### config.mk
export PLATFORM = sky130hd
export DESIGN_NAME = dq_front
export DESIGN_NICKNAME = d
export VERILOG_FILES = /design/src/rtl/dq_pkg.sv /design/src/rtl/dq_fifo.sv /design/src/rtl/dq_front.sv
export SDC_FILE = /design/constraint.sdc
export NUM_CORES = 1
export LEC_CHECK = 0
export ABC_CLOCK_PERIOD_IN_PS = 4250
export BUFFER_PORTS_ARGS = -buffer_cell sky130_fd_sc_hd__buf_2
export CORE_MARGIN = 10
export CORE_UTILIZATION = 51
export DETAILED_ROUTE_END_ITERATION = 10
export GPL_TIMING_DRIVEN = 0
export PLACE_DENSITY = 0.83
export SLEW_MARGIN = 20
export SYNTH_ARGS = -nofsm -noshare
export SYNTH_HDL_FRONTEND = slang
export SYNTH_SLANG_ARGS = --single-unit
### constraint.sdc
create_clock -name clk -period 4.25 [get_ports clk]
set_input_delay 0.85 -clock clk [delete_from_list [all_inputs] [get_ports clk]]
set_output_delay 0.85 -clock clk [all_outputs]
set_load 0.02 [all_outputs]
### src/rtl/dq_pkg.sv
// dq_pkg: opcode codes and the request records passed between the
// double-ended queue front end, back end and its result queue.
// No dependencies.
package dq_pkg;

  localparam logic [2:0] OP_PUSH_BACK  = 3'd0;
  localparam logic [2:0] OP_PUSH_FRONT = 3'd1;
  localparam logic [2:0] OP_PEEK_FRONT = 3'd2;
  localparam logic [2:0] OP_POP_FRONT  = 3'd3;
  localparam logic [2:0] OP_PEEK_BACK  = 3'd4;
  localparam logic [2:0] OP_POP_BACK   = 3'd5;

  localparam int DATA_W  = 16;
  localparam int OCC_W   = 11;
  localparam int Q_DEPTH = 4;
  localparam int QCNT_W  = $clog2(Q_DEPTH + 1);

  // decoded request
  typedef struct packed {
    logic              push;
    logic              pop;
    logic              peek;
    logic              at_front;
    logic [DATA_W-1:0] value;
  } cmd_t;

  // executed request, waiting for read data
  typedef struct packed {
    logic             peek_hit;
    logic             was_empty;
    logic             push_dropped;
    logic [OCC_W-1:0] occupancy;
  } exec_t;

  typedef struct packed {
    logic [DATA_W-1:0] read_value;
    logic              was_empty;
    logic              push_dropped;
    logic [OCC_W-1:0]  occupancy;
  } res_t;

endpackage

### src/rtl/dq_fifo.sv
// dq_fifo: small register FIFO with occupancy count.
// No dependencies.
module dq_fifo #(
  parameter int WIDTH = 8,
  parameter int DEPTH = 4
) (
  input  logic                       clk,
  input  logic                       rst,
  input  logic                       wr_en,
  input  logic [WIDTH-1:0]           wr_data,
  output logic                       full,
  input  logic                       rd_en,
  output logic [WIDTH-1:0]           rd_data,
  output logic                       empty,
  output logic [$clog2(DEPTH+1)-1:0] count
);

  localparam int PW = (DEPTH > 1) ? $clog2(DEPTH) : 1;
  localparam int CW = $clog2(DEPTH + 1);
  localparam logic [PW-1:0] LAST_PTR = PW'(DEPTH - 1);

  logic [WIDTH-1:0] mem [DEPTH];
  logic [PW-1:0]    wr_ptr;
  logic [PW-1:0]    rd_ptr;
  logic             do_wr;
  logic             do_rd;

  assign full    = (count == CW'(DEPTH));
  assign empty   = (count == '0);
  assign do_wr   = wr_en && !full;
  assign do_rd   = rd_en && !empty;
  assign rd_data = mem[rd_ptr];

  always_ff @(posedge clk) begin
    if (rst) begin
      wr_ptr <= '0;
      rd_ptr <= '0;
      count  <= '0;
    end else begin
      if (do_wr) begin
        wr_ptr <= (wr_ptr == LAST_PTR) ? '0 : wr_ptr + PW'(1);
      end
      if (do_rd) begin
        rd_ptr <= (rd_ptr == LAST_PTR) ? '0 : rd_ptr + PW'(1);
      end
      count <= count + CW'(do_wr) - CW'(do_rd);
    end
  end

  always_ff @(posedge clk) begin
    if (do_wr) begin
      mem[wr_ptr] <= wr_data;
    end
  end

endmodule

### src/rtl/dq_front.sv
// dq_front: takes requests, decodes the opcode into a request record and
// queues it for the back end. Depends on dq_pkg, dq_fifo.
module dq_front
  import dq_pkg::*;
(
  input  logic              clk,
  input  logic              rst,
  input  logic              push,
  output logic              full,
  input  logic [2:0]        opcode,
  input  logic [DATA_W-1:0] push_value,
  output logic              cmd_valid,
  output cmd_t              cmd,
  input  logic              cmd_pop
);

  cmd_t dec;
  logic cmd_empty;

  always_comb begin
    dec          = '0;
    dec.value    = push_value;
    case (opcode)
      OP_PUSH_BACK: begin
        dec.push = 1'b1;
      end
      OP_PUSH_FRONT: begin
        dec.push     = 1'b1;
        dec.at_front = 1'b1;
      end
      OP_PEEK_FRONT: begin
        dec.peek     = 1'b1;
        dec.at_front = 1'b1;
      end
      OP_POP_FRONT: begin
        dec.pop      = 1'b1;
        dec.at_front = 1'b1;
      end
      OP_PEEK_BACK: begin
        dec.peek = 1'b1;
      end
      OP_POP_BACK: begin
        dec.pop = 1'b1;
      end
      default: begin
        dec.push = 1'b0;
      end
    endcase
  end

  dq_fifo #(
    .WIDTH ($bits(cmd_t)),
    .DEPTH (Q_DEPTH)
  ) u_cmd_q (
    .clk     (clk),
    .rst     (rst),
    .wr_en   (push),
    .wr_data (dec),
    .full    (full),
    .rd_en   (cmd_pop),
    .rd_data (cmd),
    .empty   (cmd_empty),
    .count   ()
  );

  assign cmd_valid = !cmd_empty;

endmodule

## Yosys cells after proc, flatten, opt, wreduce, memory -nomap -nowiden

Memories as Yosys holds them, arrays and structs flattened. A register that Yosys moved wholly into a read port is not among the register bits.
Index checks and enable logic that the tools add are counted.
Widths: inputs -> output; s select.

- Register bits: 7
- Memories kept: 1
- Bits in writable memories: 80

- Reduce and logical (&&, ||, !) cells: 10
- Eq/ne operators: 8
- Multiplexer cells: 10
- $add $sub $neg: 4

Memory list:

| memory | words | bits a word | rd ports | clocked after memory_dff | write ports | line | text |
|---|---|---|---|---|---|---|---|
| u_cmd_q.mem | 4 | 20 | 1 | 1 | 1 | dq_fifo.sv:22 | `logic [WIDTH-1:0] mem [DEPTH];` |

Operators with widths:

| operator | count |
|---|---|
| $eq 3x3->1 const B | 3 |
| $mux 2 | 4 |
| $eq 3x2->1 const B | 2 |
| $logic_not 3->1 | 2 |
| $mux 1 | 6 |
| $reduce_or 2->1 | 3 |
| $add 2x1->2 const B | 2 |
| $eq 2x2->1 const B | 2 |
| $add 3x1->3 | 1 |
| $eq 3x1->1 const B | 1 |
| $reduce_or 3->1 | 1 |
| $sub 3x1->3 | 1 |
| $logic_and 1x1->1 | 2 |
| $logic_not 1->1 | 2 |

## Depth between registers and ports, before layout

- Depth after elaboration: 5
- Gate-level depth with buffers: 9

## Modules after synthesis

From an unflattened synthesis, not the netlist that was laid out.

- Cell total of the unflattened synthesis: 161
- Area, all modules: 3395.8 µm²

Modules (own cells, without submodules):

| module | area an instance (µm²) | cells each | sequential area each (µm²) | instances |
|---|---|---|---|---|
| dq_fifo | 3358.2 | 154 | 2582.5 | 1 |
| dq_front | 37.5 | 7 | 0.0 | 1 |

## Worst setup path before layout

Ideal clock, no wire load.

- Path kind: input port to flip-flop
- From: input cmd_pop
- To: register u_cmd_q.count[2]
- Library setup time: 0.115 ns
- Setup slack: 1.906 ns
- Stages: 9
- Arrival: 2.229 ns
- Buffers on the path: 0
- Data required time: 4.135 ns
- Cell sequence: o31ai_1 > inv_1 > ha_1 > inv_1 > ha_1 > fa_1 > xnor2_1 > xnor2_1 > nor2_1

- Cells in the longest elaborated chain, start to end: 2

RTL lines:

| what | line | text |
|---|---|---|
| from (decl) | dq_front.sv:14 | `input logic cmd_pop` |
| $logic_and 1x1->1 | dq_fifo.sv:31 | `assign do_rd = rd_en && !empty;` |
| named net u_cmd_q.do_rd | dq_fifo.sv:26 | `logic do_rd;` |
| $sub 3x1->3 | dq_fifo.sv:46 | `count <= count + CW'(do_wr) - CW'(do_rd);` |
| to (signal assigned) | dq_fifo.sv:46 |  |
| to (decl) | dq_fifo.sv:15 | `output logic [$clog2(DEPTH+1)-1:0] count` |

The timed path passes the listed nets, and every way through them passes these cells.
A chain may end at the register's enable or synchronous reset.

==> out/results.txt <==
Seq/Total Area, Yosys - 75.99%
Synth Instances - 161
Max Freq - 372.5 MHz
Synth top area share - 70.69%
Routed vias/inst - 5.406
Top post-synthesis cells by area - edfxtp_1 71%, mux4_2 13%, dfxtp_1 5.3%, ha_1 2.6%, and3_2 0.88%
Reg clk slew, reported paths - 90 ps
Critical-path cell list - clkbuf_1, mux4_2, buf_2
Die H - 101.6 um
Syn. warnings - 0
Clock net sink count - 89
First-pass GRT wire length - 9149 um
Die area - 10330 um2
Syn_nets - 192
Clock root cell - clkbuf_8
Max FO, Critical Path - 10
DR DRC count - 0
Maximum VDD drop - 0.2876 mV
Vias in the first global route - 1734
Reg area - 2582 um2
# rows - 29
Setup-failing EPs final - 0
Hold Path Class - reg2reg
Initial core utilization - 52.91%
Initial antenna violation count - 0
Post-CTS Setup Repair Bufs - 0
Inserted Clock Buffers - 9
First drt pass iteration count - 4
Crit path largest cell delay - 540 ps
DR iter-0 viols - 53
Core Area - 6422 um2
Area growth from synthesis to layout - 14.84%
CTS H-tree lvls - 3
Gr usage total - 11.95%
DR WL/cell - 19.84 um
PortBufs - 44
Slew HR - 53.69%
Synth unique cells - 26
Final min period - 2685 ps
R2r endpoint - u_cmd_q.count[2]$_SDFF_PP0_
Layout cells sized above 1 - 40.27%
Post-DP HPWL - 3999 um
Final #Nets - 247
Power per standard cell area - 567.4 nW/um2
Netlist Area Pre-Place - 3398 um2
Setup crit end - cmd[19]
Grt ovf - 0
Worst-Skew Late Latency - 340 ps
Via count - 1611
Mean area per synthesized cell - 21.11 um2
Period utilization - 63.17%
Dpl cells - 282
Synth area leader - edfxtp_1
Fin. max-slew vios - 0
Multi-input gate area - 748.2 um2
Post-Layout Cell Count - 298
CTS tree - yes
Final Hold Slack - 517.6 ps
Seq cells post-synth - 89
Power Total - 2.214 mW
Crit path max-delay cell type - clkbuf_1
Final TNS setup - 0 ps
Hold-fix buffers, CTS - 0
R2r setup slk - 1960 ps
Worst Path Class, Setup - reg2out
Final Hold Fails - 0
Slew @ Worst Pin - 694.7 ps
Worst Setup Start Kind - register
Die W - 101.6 um
Final Wtd Congestion - 0.7447
RSZ-0062 raised after global routing - no
Post_cts resized - 0
Worst Skew - 12.73 ps
I/O pin total - 45
Leakage - 1.379 nW
Max Cap Viol - 0
Crit. End Element - output pin
R2r worst-path depth - 9
CP required - 3400 ps
Status - complete, no violations
Worst R2R Start - u_cmd_q.count[1]$_SDFF_PP0_
Post-Route WL - 5913 um
Crit path arrival time - 1830 ps
Max Root-Sink Buffers - 2
Largest net degree at the start of global routing - 21
Hold Startpoint - u_cmd_q.rd_ptr[0]$_SDFFE_PP0P_
Post-route antenna net violation count - 0
Number of fill cells - 443
Diodes inserted - 0
-- power breakdown --
part | internal, mW | total (mW) | switching [mW]
combinational | 0.244 | 0.571 | 0.327
clock | 0.271 | 0.545 | 0.274
sequential | 1.06 | 1.10 | 0.0363
-- sequential cells by signal (all words and copies together) (netlist names), named ones only --
signal	cells
u_cmd_q.mem	80
u_cmd_q.wr_ptr	2
u_cmd_q.rd_ptr	2
u_cmd_q.count	3
-- critical path, delay by kind of cell (launching register included) --
family	cells	cell delay, ps
buffers and inverters	2	720
flip-flops	1	340
multiplexers	1	440
-- worst min-delay path by stage --
| stage | endpoint | slack, ps | depth (start not counted) |
|---|---|---|---|
| 5_1_grt | register | 540 | 2 |
| 4_1_cts | u_cmd_q.rd_ptr[0]$_SDFFE_PP0P_ | 510 | 2 |
| 3_3_place_gp | u_cmd_q.rd_ptr[0]$_SDFFE_PP0P_ | 490 | 2 |
| 3_5_place_dp | u_cmd_q.rd_ptr[0]$_SDFFE_PP0P_ | 490 | 2 |
| 6_report | register | 520 | 2 |
| 2_1_floorplan | register | 460 | 2 |
-- final cells by class --
class | count | share of cell area (%)
multi-input combinational | 58 | 19.17
timing repair buffer | 44 | 5.643
inverter | 9 | 0.9939
sequential | 89 | 66.18
clock inverter | 5 | 1.443
clock buffer | 11 | 3.366
buffer | 5 | 0.7374
tap | 77 | 2.469
-- stage by stage --
stage	worst slack (ps)	util, %	instance area, um2
floorplan	1906	-	3398
global placement	1722	57.84	3715
detailed placement	1706	57.84	3715
CTS	1535	60.76	3902
global route	1494	60.76	3902
finish	1565	60.76	3902
-- Yosys cell counts --
| master | instances |
|---|---|
| a21oi_1 | 2 |
| and3_2 | 4 |
| buf_2 | 2 |
| buf_6 | 1 |
| clkbuf_1 | 2 |
| clkinv_4 | 1 |
| dfxtp_1 | 9 |
| edfxtp_1 | 80 |
| fa_1 | 1 |
| ha_1 | 7 |
| inv_1 | 8 |
| mux2i_1 | 1 |
| mux4_2 | 20 |
| nand2_1 | 1 |
| nand3_1 | 2 |
| nor2_1 | 6 |
| nor2_2 | 1 |
| nor2b_1 | 3 |
| nor3_1 | 1 |
| o21ai_1 | 1 |
| o31ai_1 | 1 |
| o31ai_2 | 1 |
| or3_1 | 1 |
| or3_2 | 1 |
| or3b_1 | 1 |
| xnor2_1 | 3 |
-- logic make-up after synthesis --
| family | synth area share (%) |
|---|---|
| buffers and inverters | 1.988 |
| DFF | 75.99 |
| xor gates and xnor gates | 0.7733 |
| AOI/OAI and AO/OA | 1.031 |
| and+or+nand+nor | 3.498 |
| muxes | 13.55 |
| adders and majority gates | 3.166 |
-- placed cells by master, fill, tap and decap left out, types with 2 or more instances in the layout --
master    synthesis  routed
inv_1             8       8
and3_2            4       4
xnor2_1           3       3
dfxtp_1           9       9
a21oi_1           2       2
nor2_1            6       6
nor2b_1           3       3
clkbuf_8          0       9
clkbuf_1          2       4
nand3_1           2       2
clkinv_4          1       2
mux4_2           20      20
edfxtp_1         80      80
ha_1              7       7
clkinv_2          0       2
buf_2             2      46
-- routing by layer --
| layer | part of all wire, % | GRT usage [%] | vias to the layer above |
|---|---|---|---|
| li1 | - | - | 754 |
| met1 | 41 | 13.89 | 815 |
| met2 | 53 | 19.53 | 38 |
| met3 | 5.9 | 4.357 | 4 |
| met4 | 0.71 | 5.281 | 0 |
| met5 | 0 | 0 | - |
Note: power is estimated with default switching activity, not from simulation.
